$ cat config.mk
export PLATFORM = sky130hd
export DESIGN_NAME = shabh_sched
export DESIGN_NICKNAME = d
export VERILOG_FILES = /design/src/rtl/shabh_pkg.sv /design/src/rtl/shabh_sched.sv
export SDC_FILE = /design/constraint.sdc
export NUM_CORES = 1
export LEC_CHECK = 0
export BUFFER_PORTS_ARGS = -buffer_cell sky130_fd_sc_hd__buf_4
export CAP_MARGIN = 10
export CORE_MARGIN = 1
export CORE_UTILIZATION = 38
export DETAILED_ROUTE_END_ITERATION = 8
export PLACE_DENSITY_LB_ADDON = 0.12
export SLEW_MARGIN = 20
export SYNTH_ARGS = -nofsm -noshare
export SYNTH_HDL_FRONTEND = slang
export SYNTH_SLANG_ARGS = --single-unit
$ cat constraint.sdc
create_clock -name clk -period 27.5 [get_ports clk]
set_input_delay 4.125 -clock clk [delete_from_list [all_inputs] [get_ports clk]]
set_output_delay 4.125 -clock clk [all_outputs]
set_load 0.02 [all_outputs]
$ cat src/rtl/shabh_pkg.sv
// ----------------------------------------------------------------------------
// shabh_pkg
// Shared types, constants and functions of the SHA-512 block hash.
// ----------------------------------------------------------------------------
package shabh_pkg;

    localparam int WORD_W      = 64;
    localparam int ROUNDS      = 80;
    localparam int BLOCK_WORDS = 16;
    localparam int DIGEST_W    = 8;
    localparam int ROUND_CNT_W = $clog2(ROUNDS);
    localparam int WORD_CNT_W  = $clog2(BLOCK_WORDS);
    localparam int DIGEST_IDX_W = $clog2(DIGEST_W);

    typedef logic [WORD_W-1:0] word_t;

    // Sequencer states.
    typedef enum logic [1:0] {
        ST_IDLE,
        ST_ROUND,
        ST_FOLD,
        ST_OUT
    } state_t;

    // Controls from the sequencer to the round unit.
    typedef struct packed {
        logic init_iv;    // Reload the chaining value with the initial value.
        logic load_vars;  // Copy the chaining value into a..h.
        logic do_round;   // Run one compression round.
        logic fold;       // Add a..h into the chaining value.
    } round_ctl_t;

    // Standard SHA-512 initial hash value.
    function automatic word_t init_value(input logic [DIGEST_IDX_W-1:0] idx);
        word_t r;
        case (idx)
            3'd0:    r = 64'h6a09e667f3bcc908;
            3'd1:    r = 64'hbb67ae8584caa73b;
            3'd2:    r = 64'h3c6ef372fe94f82b;
            3'd3:    r = 64'ha54ff53a5f1d36f1;
            3'd4:    r = 64'h510e527fade682d1;
            3'd5:    r = 64'h9b05688c2b3e6c1f;
            3'd6:    r = 64'h1f83d9abfb41bd6b;
            default: r = 64'h5be0cd19137e2179;
        endcase
        return r;
    endfunction

    function automatic word_t rotr(input word_t v, input int n);
        return (v >> n) | (v << (WORD_W - n));
    endfunction

    function automatic word_t big_sigma0(input word_t v);
        return rotr(v, 28) ^ rotr(v, 34) ^ rotr(v, 39);
    endfunction

    function automatic word_t big_sigma1(input word_t v);
        return rotr(v, 14) ^ rotr(v, 18) ^ rotr(v, 41);
    endfunction

    function automatic word_t small_sigma0(input word_t v);
        return rotr(v, 1) ^ rotr(v, 8) ^ (v >> 7);
    endfunction

    function automatic word_t small_sigma1(input word_t v);
        return rotr(v, 19) ^ rotr(v, 61) ^ (v >> 6);
    endfunction

    // Round constants.
    function automatic word_t round_k(input logic [ROUND_CNT_W-1:0] t);
        word_t r;
        case (t)
            7'd0:    r = 64'h428A2F98D728AE22;
            7'd1:    r = 64'h7137449123EF65CD;
            7'd2:    r = 64'hB5C0FBCFEC4D3B2F;
            7'd3:    r = 64'hE9B5DBA58189DBBC;
            7'd4:    r = 64'h3956C25BF348B538;
            7'd5:    r = 64'h59F111F1B605D019;
            7'd6:    r = 64'h923F82A4AF194F9B;
            7'd7:    r = 64'hAB1C5ED5DA6D8118;
            7'd8:    r = 64'hD807AA98A3030242;
            7'd9:    r = 64'h12835B0145706FBE;
            7'd10:   r = 64'h243185BE4EE4B28C;
            7'd11:   r = 64'h550C7DC3D5FFB4E2;
            7'd12:   r = 64'h72BE5D74F27B896F;
            7'd13:   r = 64'h80DEB1FE3B1696B1;
            7'd14:   r = 64'h9BDC06A725C71235;
            7'd15:   r = 64'hC19BF174CF692694;
            7'd16:   r = 64'hE49B69C19EF14AD2;
            7'd17:   r = 64'hEFBE4786384F25E3;
            7'd18:   r = 64'h0FC19DC68B8CD5B5;
            7'd19:   r = 64'h240CA1CC77AC9C65;
            7'd20:   r = 64'h2DE92C6F592B0275;
            7'd21:   r = 64'h4A7484AA6EA6E483;
            7'd22:   r = 64'h5CB0A9DCBD41FBD4;
            7'd23:   r = 64'h76F988DA831153B5;
            7'd24:   r = 64'h983E5152EE66DFAB;
            7'd25:   r = 64'hA831C66D2DB43210;
            7'd26:   r = 64'hB00327C898FB213F;
            7'd27:   r = 64'hBF597FC7BEEF0EE4;
            7'd28:   r = 64'hC6E00BF33DA88FC2;
            7'd29:   r = 64'hD5A79147930AA725;
            7'd30:   r = 64'h06CA6351E003826F;
            7'd31:   r = 64'h142929670A0E6E70;
            7'd32:   r = 64'h27B70A8546D22FFC;
            7'd33:   r = 64'h2E1B21385C26C926;
            7'd34:   r = 64'h4D2C6DFC5AC42AED;
            7'd35:   r = 64'h53380D139D95B3DF;
            7'd36:   r = 64'h650A73548BAF63DE;
            7'd37:   r = 64'h766A0ABB3C77B2A8;
            7'd38:   r = 64'h81C2C92E47EDAEE6;
            7'd39:   r = 64'h92722C851482353B;
            7'd40:   r = 64'hA2BFE8A14CF10364;
            7'd41:   r = 64'hA81A664BBC423001;
            7'd42:   r = 64'hC24B8B70D0F89791;
            7'd43:   r = 64'hC76C51A30654BE30;
            7'd44:   r = 64'hD192E819D6EF5218;
            7'd45:   r = 64'hD69906245565A910;
            7'd46:   r = 64'hF40E35855771202A;
            7'd47:   r = 64'h106AA07032BBD1B8;
            7'd48:   r = 64'h19A4C116B8D2D0C8;
            7'd49:   r = 64'h1E376C085141AB53;
            7'd50:   r = 64'h2748774CDF8EEB99;
            7'd51:   r = 64'h34B0BCB5E19B48A8;
            7'd52:   r = 64'h391C0CB3C5C95A63;
            7'd53:   r = 64'h4ED8AA4AE3418ACB;
            7'd54:   r = 64'h5B9CCA4F7763E373;
            7'd55:   r = 64'h682E6FF3D6B2B8A3;
            7'd56:   r = 64'h748F82EE5DEFB2FC;
            7'd57:   r = 64'h78A5636F43172F60;
            7'd58:   r = 64'h84C87814A1F0AB72;
            7'd59:   r = 64'h8CC702081A6439EC;
            7'd60:   r = 64'h90BEFFFA23631E28;
            7'd61:   r = 64'hA4506CEBDE82BDE9;
            7'd62:   r = 64'hBEF9A3F7B2C67915;
            7'd63:   r = 64'hC67178F2E372532B;
            7'd64:   r = 64'hCA273ECEEA26619C;
            7'd65:   r = 64'hD186B8C721C0C207;
            7'd66:   r = 64'hEADA7DD6CDE0EB1E;
            7'd67:   r = 64'hF57D4F7FEE6ED178;
            7'd68:   r = 64'h06F067AA72176FBA;
            7'd69:   r = 64'h0A637DC5A2C898A6;
            7'd70:   r = 64'h113F9804BEF90DAE;
            7'd71:   r = 64'h1B710B35131C471B;
            7'd72:   r = 64'h28DB77F523047D84;
            7'd73:   r = 64'h32CAAB7B40C72493;
            7'd74:   r = 64'h3C9EBE0A15C9BEBC;
            7'd75:   r = 64'h431D67C49C100D4C;
            7'd76:   r = 64'h4CC5D4BECB3E42B6;
            7'd77:   r = 64'h597F299CFC657E2A;
            7'd78:   r = 64'h5FCB6FAB3AD6FAEC;
            7'd79:   r = 64'h6C44198C4A475817;
            default: r = '0;
        endcase
        return r;
    endfunction

endpackage

$ cat src/rtl/shabh_sched.sv
// ----------------------------------------------------------------------------
// shabh_sched
// Message schedule: a sixteen-word shift line that takes message words and
// expands the schedule one word per round.
// ----------------------------------------------------------------------------
module shabh_sched (
    input  logic                 clk,
    input  logic                 shift_in,
    input  logic                 step,
    input  shabh_pkg::word_t     msg_word,
    output shabh_pkg::word_t     sched_word
);
    import shabh_pkg::*;

    // Entry 0 holds the oldest word, W[t] of the current round.
    word_t win_reg [BLOCK_WORDS];
    word_t expand;

    // Next schedule word W[t+16] from the fixed taps.
    assign expand = small_sigma1(win_reg[BLOCK_WORDS-2]) + win_reg[BLOCK_WORDS-7]
                  + small_sigma0(win_reg[1]) + win_reg[0];

    assign sched_word = win_reg[0];

    // Shift line: message words while loading, expanded words while rounding.
    always_ff @(posedge clk)
    begin
        if (shift_in || step)
        begin
            for (int i = 0; i < BLOCK_WORDS - 1; i++)
            begin
                win_reg[i] <= win_reg[i+1];
            end
            win_reg[BLOCK_WORDS-1] <= shift_in ? msg_word : expand;
        end
    end

endmodule

# == Word-level counts from Yosys, hierarchy flattened ==
# Memories as Yosys holds them, arrays and structs flattened.
# Index checks and enable logic that the tools add are counted.
# totals
register_bits,0
mem_bits_rw,1024
in_bits,67
memories,1
# classes
n_addsub,3
n_mux,3
bitwise_logic,8
n_reduce_logical,1
# mem_list
name,words,word_bits,rd,rd_clocked_by_memory_dff,write_ports,line_no,text
win_reg,16,64,16,0,16,shabh_sched.sv:16,word_t win_reg [BLOCK_WORDS];
# ops
op,count
adder 64 bit,3
bitwise XOR 64 bit,2
2-to-1 mux 64 bit,1
bitwise OR 3 x 64 -> 64 bit,1
bitwise OR 45 x 64 -> 64 bit,1
bitwise OR 56 x 64 -> 64 bit,1
bitwise OR 63 x 64 -> 64 bit,1
bitwise XOR 64 x 57 -> 64 bit,1
bitwise XOR 64 x 58 -> 64 bit,1
2-to-1 mux 1 bit,2
logical OR 1 bit,1

# == Depth between registers and ports, before layout ==
# Gate-level depths: netlist (run 1).
# logic_depth
depth_word,7
mapped_depth,18
mapped_depth_nobuf,18

# == Worst setup path before layout (run 1) ==
# Ideal clock, no wire load.
# synth_path
path_kind,in2reg
startpoint,input port shift_in
endpoint,"memory win_reg[0][0] in the netlist's numbering, enable pin"
setup_ns,0.979
arrival_ns,16.868
required_time_ns,26.521
setup_slack_ns,9.653
stages,3
path_cell_list,clkbuf_1 buf_1 or2_2
# synth_lines
item,line_no,text
from (decl),shabh_sched.sv:8,"input logic shift_in,"
to (decl),shabh_sched.sv:16,

==> results.py, run 1 <==
metrics = {
    "global_route": {
        "track_usage_pct": 16.8,
        "grt-ovfl-total": 0,
        "grt_pass1_vias": 19800,
        "antenna_found_initial": 3,
        "grt_pass1_wl_um": 134000,
        "grt_max_degree": 204,
    },
    "clock_network": {
        "cts_setup_buffers": 0,
        "clkTransAtPathRegs_ps": 70,
        "clockRootBuffer": "clkbuf_16",
        "clkSinkCount": 1024,
        "cts_resized": 0,
        "cts_hold_buf": 0,
        "clock_latency_ps": 690,
        "cts_tree": "yes",
        "htree_levels": 3,
        "cts_buffers": 107,
        "clk_path_buf_depth": 3,
    },
    "critical_path": {
        "cp_slowest_cell": "buf_4",
        "cp-start-kind": "input port",
        "worstRegToRegCells": 16,
        "required_ps": 27790,
        "r2r-end": "win_reg[1][498]$_DFFE_PP_",
        "cp_max_fo": 203,
        "crit_type": "input port to flop",
        "ff2ff_setup_slack_ps": 22030,
        "crit_path_max_incr_delay_ps": 860,
        "worstPathArrival_ps": 7980,
        "end_kind": "flop",
        "r2r_start": "win_reg[1][405]$_DFFE_PP_",
        "crit_chain": "buf_4 > or2_4 > buf_12 > buf_16 > buf_12 > buf_4",
    },
    "synth": {
        "syn_avg_cell_area_um2": 17.0,
        "async_flop_share_pct": 0,
        "synth_edf_count": 1024,
        "syn_nets": 2696,
        "synth.cell_area_um2": 41400,
        "ys_top_cells_by_area": "edfxtp_1, fa_1, xnor2_1",
        "synth_seq_cells": 1024,
        "yosysTopAreaCell": "edfxtp_1",
        "yosysSeqAreaShare_pct": 74.3,
        "netlist_instances": 2440,
        "synth.top_cell.area_share_pct": 74.3,
        "ys.flop_type": "edfxtp_1",
        "yosysUniqueCellTypes": 66,
        "synth_warnings": 0,
    },
    "routing": {
        "postRouteAntennaNets": 0,
        "wl_per_cell_um": 22.7,
        "drc": 0,
        "viasPerCell": 4.85,
        "via_count": 19800,
        "drt_pass1_iterations": 7,
        "drt_wl_total_um": 92700,
        "drt_iter0_drc": 1954,
    },
    "layout": {
        "syn2layout_area_growth_pct": 14.0,
        "fin_util_pct": 43.9,
        "mostFrequentLayoutCells": "edfxtp_1, inv_1, xnor2_1, buf_4",
        "final_common_cell": "edfxtp_1",
        "largest_reg_flops": 1024,
        "final_nets": 2843,
        "layout-drive-gt1-share_pct": 12.0,
    },
    "timing": {
        "setup_viol": 0,
        "skew_ps": 28.7,
        "worstMarginPinSlew_ps": 1050,
        "relSlewSlack_pct": 30.0,
        "finalHoldViolCount": 0,
        "fmax_ghz": 0.130,
        "timing.final.ws_setup_ps": 19810,
        "setup_tns_ps": 0,
        "period_needed_ps": 7690,
        "fin_crit_sh_pct": 28.0,
        "rsz0062_at_grt": "no",
        "hold_ws_ps": 406,
        "slew_violations": 0,
    },
    "floorplanning": {
        "die_x_um": 332,
        "ioPinCount": 131,
        "dieHeight_um": 332,
        "start_util_pct": 38.5,
        "core_um2": 108000,
        "design.die.area_um2": 110000,
        "rows": 120,
    },
    "min_path": {
        "hold_path_class": "flop to flop",
        "holdPathStages": 0,
        "hold-path-endpoint": "win_reg[1][283]$_DFFE_PP_",
        "worst_hold_startpoint": "win_reg[1][347]$_DFFE_PP_",
    },
    "status": {
        "status": "complete, no violations",
    },
    "placed_design": {
        "place_congestion": 0.923,
        "dpl.hpwl_um": 65400,
        "portBuffers": 130,
        "pre_cts_slack_ps": 19050,
    },
    "job": {
        "maxCapViolations": 0,
    },
}
stage by stage:
step / area, um^2 / instances
floorplan: 41400 / 2440
finish: 47200 / 4082
detailed placement: 43600 / 3878
CTS: 47100 / 4077
global route: 47200 / 4080
global placement: 43600 / 3878
cell families after synthesis:
family	count (synthesis)	synth area share, %
flip-flops	1024	74.3
buffers and inverters	381	4.04
XOR/XNOR	300	6.35
AO/OA/AOI/OAI	286	4.32
AND/OR/NAND/NOR	253	2.76
adder cells (fa/ha/maj)	189	8.00
multiplexers	7	0.178
worst max path at each step:
stage | startpoint | end | cells after the start
after detailed placement | shift_in | win_reg[0][80]$_DFFE_PP_ | 5
after CTS | shift_in | win_reg[0][337]$_DFFE_PP_ | 5
after global routing | shift_in | win_reg[0][333]$_DFFE_PP_ | 6
after global placement | shift_in | win_reg[0][403]$_DFFE_PP_ | 5
final | shift_in | win_reg[0][462]$_DFFE_PP_ | 6
after floorplan | shift_in | win_reg[0][0]$_DFFE_PP_ | 3
routing by layer:
layer	wire (um)	part of all wire, %	global-route usage, %
met5	0	0	0
met4	2190	2.4	4.49
met3	4570	4.9	3.00
met2	42100	45	25.6
met1	43800	47	24.9
critical path: cells and delay by family:
family / cells / cell delay [ps]
buf+inv: 5 / 2990
simple gates: 1 / 550
cell type report:
class | instances | area [um^2]
tap | 1403 | 1760
multi-input combinational | 1035 | 8940
sequential | 1024 | 30700
inverter | 275 | 1030
clock inverter | 69 | 672
antenna | 2 | 5.00
fill | 9545 | 60300
clock buffer | 130 | 2830
timing repair buffer | 144 | 1180
Yosys cell counts, drive strengths merged, types with 3 or more instances:
master,n
a211oi,7
a21boi,5
a21o,21
a21oi,77
a311oi,3
a31oi,7
and2,3
and3,6
buf,66
clkbuf,40
edfxtp,1024
fa,126
ha,63
inv,274
mux2,3
mux2i,4
nand2,126
nand2b,5
nand3,12
nand4,24
nor2,46
nor2b,6
nor3,12
nor4,3
o211ai,7
o21a,17
o21ai,93
o21bai,14
o22ai,4
o31ai,7
or2,3
or3,3
xnor2,268
xor2,32
Power of run 1 is not shown: default switching activity piles up to over one toggle a cycle in this logic, so the estimate is an artifact.
==> inputs of run 2 (changes only) <==
--- a/config.mk
+++ b/config.mk
@@ -5,6 +5,7 @@
 export SDC_FILE = /design/constraint.sdc
 export NUM_CORES = 1
 export LEC_CHECK = 0
+export ABC_AREA = 1
 export BUFFER_PORTS_ARGS = -buffer_cell sky130_fd_sc_hd__buf_4
 export CAP_MARGIN = 10
 export CORE_MARGIN = 1
==> constraint.sdc (replaced) <==
create_clock -name clk -period 6.6 [get_ports clk]
set_input_delay 0.99 -clock clk [delete_from_list [all_inputs] [get_ports clk]]
set_output_delay 0.99 -clock clk [all_outputs]
set_load 0.02 [all_outputs]
==> results.py, run 2 <==
metrics = {
    "timing": {
        "setup_viol": 0,
        "setup_tns_ps": 0,
        "finalHoldViolCount": 0,
        "slew_violations": 0,
        "relSlewSlack_pct": 34.2,
        "worstMarginPinSlew_ps": 987,
        "rsz0062_at_grt": "no",
        "fin_crit_sh_pct": 83.8,
        "fmax_ghz": 0.181,
        "period_needed_ps": 5530,
        "skew_ps": 29.6,
    },
    "synth": {
        "synth.cell_area_um2": 43600,
        "yosysSeqAreaShare_pct": 70.6,
        "syn_avg_cell_area_um2": 13.6,
        "yosysTopAreaCell": "edfxtp_1",
        "synth_seq_cells": 1024,
        "yosysUniqueCellTypes": 33,
        "synth.top_cell.area_share_pct": 70.6,
        "yosysMostFrequentCell": "edfxtp_1",
        "ys_top_cells_by_area": "edfxtp_1, nand2_1, fa_1",
        "netlist_instances": 3197,
        "synth_warnings": 0,
        "async_flop_share_pct": 0,
        "ys.flop_type": "edfxtp_1",
        "syn_nets": 3453,
        "netlist_top_cells_count": "edfxtp_1, nand2_1, inv_1",
        "synth_edf_count": 1024,
    },
    "critical_path": {
        "endpoint": "win_reg[1][493]$_DFFE_PP_",
        "worstPathArrival_ps": 5960,
        "end_kind": "flop",
        "required_ps": 7030,
        "ff2ff_setup_slack_ps": 1070,
        "r2r-end": "win_reg[1][493]$_DFFE_PP_",
        "worstRegToRegCells": 19,
        "crit_type": "flop to flop",
        "cp_max_fo": 4,
        "cp-start-kind": "flop",
        "startpoint": "win_reg[1][416]$_DFFE_PP_",
        "r2r_start": "win_reg[1][416]$_DFFE_PP_",
    },
    "clock_network": {
        "cts_buffers": 110,
        "cts_hold_buf": 0,
        "cts_tree": "yes",
        "cts_setup_buffers": 0,
        "cts_resized": 0,
        "htree_levels": 3,
        "clkSinkCount": 1024,
        "clk_path_buf_depth": 3,
        "clkTransAtPathRegs_ps": 60,
        "clockRootBuffer": "clkbuf_16",
        "clock_latency_ps": 710,
    },
    "job": {
        "maxCapViolations": 0,
    },
    "routing": {
        "drt_pass1_iterations": 5,
        "drt_wl_total_um": 118000,
        "drc": 0,
        "via_count": 22900,
        "viasPerCell": 4.61,
        "postRouteAntennaNets": 0,
        "wl_per_cell_um": 23.9,
        "drt_iter0_drc": 2049,
    },
    "global_route": {
        "grt_max_degree": 160,
        "track_usage_pct": 20.6,
        "antenna_found_initial": 8,
        "grt-ovfl-total": 0,
        "grt_pass1_vias": 23500,
        "grt_pass1_wl_um": 169000,
    },
    "floorplanning": {
        "rows": 123,
        "design.die.area_um2": 116000,
        "ioPinCount": 131,
        "core_um2": 113000,
        "die_x_um": 341,
        "dieHeight_um": 341,
        "start_util_pct": 38.5,
    },
    "layout": {
        "fin_area_um2": 49700,
        "final_nets": 3633,
        "mostFrequentLayoutCells": "edfxtp_1, nand2_1, inv_1, xnor2_1, buf_4",
        "fill_cells": 10400,
        "layout-drive-gt1-share_pct": 10.5,
        "fin_util_pct": 43.9,
        "syn2layout_area_growth_pct": 14.1,
        "multiInputGateArea_um2": 9880,
        "final_common_cell": "edfxtp_1",
        "largest_reg_flops": 1024,
        "finalNonFillerCells": 4964,
        "seqCellArea_um2": 30700,
    },
    "placed_design": {
        "placed_cell_area_um2": 46100,
        "dp.cells": 4765,
        "dpl.hpwl_um": 88800,
        "portBuffers": 130,
        "place_congestion": 0.922,
    },
    "status": {
        "status": "complete, no violations",
    },
    "min_path": {
        "hold_path_class": "flop to flop",
    },
}
-- run 2: cell count changes after synthesis, moves of 29 or more --
cell / change
nand2_1: +559
inv_1: +352
xnor2_1: -70
nand3_1: +68
o21ai_0: -60
xor2_1: +39
nor2_1: +36
a21oi_1: -32
clkbuf_1: -29
-- run 2: how the worst min path moves through the flow --
stage | slack (ps) | to | start | cells after the start
finish | 400 | win_reg[1][237]$_DFFE_PP_ | win_reg[1][301]$_DFFE_PP_ | 0
global route | 410 | win_reg[1][106]$_DFFE_PP_ | win_reg[1][170]$_DFFE_PP_ | 0
CTS | 400 | win_reg[1][414]$_DFFE_PP_ | win_reg[1][478]$_DFFE_PP_ | 0
detailed placement | 400 | win_reg[0][119]$_DFFE_PP_ | win_reg[0][183]$_DFFE_PP_ | 0
global placement | 400 | win_reg[0][64]$_DFFE_PP_ | win_reg[0][128]$_DFFE_PP_ | 0
floorplan | 400 | win_reg[0][100]$_DFFE_PP_ | win_reg[0][164]$_DFFE_PP_ | 0
-- run 2: metal layers --
layer | vias to the layer above | routed length [um] | track usage (%)
li1 | 10700 | - | -
met1 | 11600 | 57700 | 31.0
met2 | 452 | 53700 | 31.8
met3 | 133 | 4600 | 2.66
met4 | 0 | 2420 | 4.64
met5 | - | 0 | 0
-- run 2: cell families after synthesis --
family	after synthesis	synth area share, %
AOI/OAI and AO/OA	78	0.948
adders and majority gates	189	7.60
DFF	1024	70.6
and+or+nand+nor	920	8.73
xor gates and xnor gates	269	5.41
buffers and inverters	717	6.73
-- run 2: critical path: stages, from the launching register on --
cell      delay (ps)
edfxtp_1         630
xnor2_1          540
xor2_1           600
inv_1            200
fa_1             520
inv_1             50
fa_1             480
inv_1             60
ha_1             450
nand2_1          190
nor2_2           180
inv_2            110
nor2_1           290
a21oi_1          130
nand2_2          200
nand2_1          210
nand2_1          110
nand2_1           50
nand3_1          150
nand2_1           80
-- run 2: final cells by class --
cell class	instances	area share (%)
tap	1500	3.78
multi-input combinational	1456	19.9
sequential	1024	61.9
antenna	1	0.00504
clock inverter	63	1.37
timing repair buffer	146	2.38
inverter	639	4.83
clock buffer	135	5.86
-- run 2: metrics by stage --
stage | setup WS, ps | hold slack [ps]
3_5_place_dp | 892 | 405
6_report | 1070 | 404
5_1_grt | 824 | 414
3_3_place_gp | 828 | 400
2_1_floorplan | -2520 | 400
4_1_cts | 845 | 401
Power of run 2 is left out for the same reason.
==> inputs of run 3 (changes only) <==
==> constraint.sdc (replaced) <==
create_clock -name clk -period 5.67 [get_ports clk]
set_input_delay 0.8505 -clock clk [delete_from_list [all_inputs] [get_ports clk]]
set_output_delay 0.8505 -clock clk [all_outputs]
set_load 0.02 [all_outputs]
==> results.py, run 3 (synthesis gave the netlist of run 2 again) <==
metrics = {
    "status": {
        "status": "complete, no violations",
    },
    "timing": {
        "setup_viol": 0,
        "relSlewSlack_pct": 27.1,
        "fmax_ghz": 0.192,
        "finalHoldViolCount": 0,
        "setup_tns_ps": 0,
        "period_needed_ps": 5210,
        "fin_crit_sh_pct": 91.9,
        "skew_ps": 33.5,
        "slew_violations": 0,
        "worstMarginPinSlew_ps": 1090,
        "rsz0062_at_grt": "no",
        "hold_ws_ps": 410,
    },
    "critical_path": {
        "required_ps": 6110,
        "worstRegToRegCells": 19,
        "startpoint": "win_reg[1][401]$_DFFE_PP_",
        "cp_max_fo": 4,
        "r2r-end": "win_reg[1][508]$_DFFE_PP_",
        "worstPathArrival_ps": 5650,
        "ff2ff_setup_slack_ps": 460,
        "r2r_start": "win_reg[1][401]$_DFFE_PP_",
        "endpoint": "win_reg[1][508]$_DFFE_PP_",
        "crit_type": "flop to flop",
        "cp-start-kind": "flop",
        "end_kind": "flop",
    },
    "layout": {
        "largest_reg_flops": 1024,
        "fill_cells": 10400,
        "mostFrequentLayoutCells": "edfxtp_1, nand2_1, inv_1, xnor2_1, buf_4",
        "diodes": 0,
        "layout-drive-gt1-share_pct": 10.8,
        "syn2layout_area_growth_pct": 13.9,
        "final_nets": 3646,
        "final_common_cell": "edfxtp_1",
    },
    "clock_network": {
        "cts_buffers": 108,
        "cts_resized": 0,
        "clkTransAtPathRegs_ps": 70,
        "cts_setup_buffers": 0,
        "htree_levels": 3,
        "clkSinkCount": 1024,
        "clock_latency_ps": 710,
        "clockRootBuffer": "clkbuf_16",
        "cts_tree": "yes",
        "cts_hold_buf": 0,
        "clk_path_buf_depth": 3,
    },
    "global_route": {
        "antenna_found_initial": 8,
        "track_usage_pct": 20.6,
        "grt_pass1_wl_um": 168000,
        "grt-ovfl-total": 0,
        "grt_max_degree": 182,
        "grt_pass1_vias": 23300,
    },
    "routing": {
        "met2_length_um": 53200,
        "postRouteAntennaNets": 0,
        "wl_per_cell_um": 23.7,
        "top_layer_used": "met4",
        "viasPerCell": 4.56,
        "drc": 0,
        "drt_iter0_drc": 1820,
        "drt_wl_total_um": 118000,
        "wl_met3_um": 4460,
        "via_count": 22700,
        "drt_pass1_iterations": 5,
        "wl_met1_um": 57400,
    },
    "placed_design": {
        "place_congestion": 0.893,
        "dpl.hpwl_um": 89400,
        "portBuffers": 130,
    },
    "floorplanning": {
        "rows": 123,
        "dieHeight_um": 341,
        "ioPinCount": 131,
        "design.die.area_um2": 116000,
        "die_x_um": 341,
        "core_um2": 113000,
        "start_util_pct": 38.5,
    },
    "job": {
        "maxCapViolations": 0,
    },
    "min_path": {
        "hold_path_class": "flop to flop",
    },
}
[run 3: changes by cell type in the layout (fill, tap and decap cells not counted), moves of 2 or more]
| cell | previous run | this run |
|---|---|---|
| buf_4 | 139 | 154 |
| bufinv_16 | 10 | 8 |
| clkbuf_1 | 22 | 27 |
| clkbuf_16 | 113 | 108 |
| clkinv_1 | 24 | 21 |
| clkinvlp_4 | 6 | 9 |
[run 3: routing by layer]
metal	track usage [%]	vias up
met5	0	-
met3	2.71	132
met4	5.44	0
met2	31.4	447
li1	-	10700
met1	31.0	11400
[run 3: worst max-delay path: stages, from the launching register on]
cell and delay, ps:
edfxtp_1 690, xnor2_1 630, xor2_1 390, inv_1 110
fa_1 500, inv_1 50, fa_1 470, inv_1 40
ha_1 350, nand2_1 120, nor2_1 280, nand3_1 120
nand3b_1 310, nand2_1 90, nand2_1 290, nand2_1 210
nand2_1 110, nand2_1 50, nand3_1 70, nand2_1 60
[run 3: how the worst min path moves through the flow]
stage / slack, ps / cells after the start / from / endpoint
after floorplan: 400 / 0 / win_reg[0][164]$_DFFE_PP_ / win_reg[0][100]$_DFFE_PP_
after global placement: 400 / 0 / win_reg[1][145]$_DFFE_PP_ / win_reg[1][81]$_DFFE_PP_
after detailed placement: 400 / 0 / win_reg[0][176]$_DFFE_PP_ / win_reg[0][112]$_DFFE_PP_
after CTS: 380 / 3 / msg_word[3] / win_reg[1][451]$_DFFE_PP_
after global routing: 410 / 3 / msg_word[57] / win_reg[1][505]$_DFFE_PP_
final: 410 / 0 / win_reg[0][431]$_DFFE_PP_ / win_reg[0][367]$_DFFE_PP_
[run 3: layout make-up]
type	instances	area, um^2	area share, %
flip-flops and latches	1024	30700	62.0
multi-input cells	1456	9880	19.9
clock buffers	135	2800	5.65
inverters	639	2400	4.83
well taps	1500	1880	3.78
repair buffers	161	1300	2.61
clock inverters	60	617	1.24
[run 3: per-stage QoR]
step / instances / area (um^2) / util [%] / setup WS, ps
finish: 4975 / 49600 / 43.9 / 457
global route: 4975 / 49600 / 43.9 / 204
CTS: 4975 / 49600 / 43.9 / 388
detailed placement: 4780 / 46200 / 40.8 / 424
global placement: 4780 / 46200 / 40.8 / 409
floorplan: 3197 / 43600 / - / -3310
Power of run 3 is left out for the same reason.
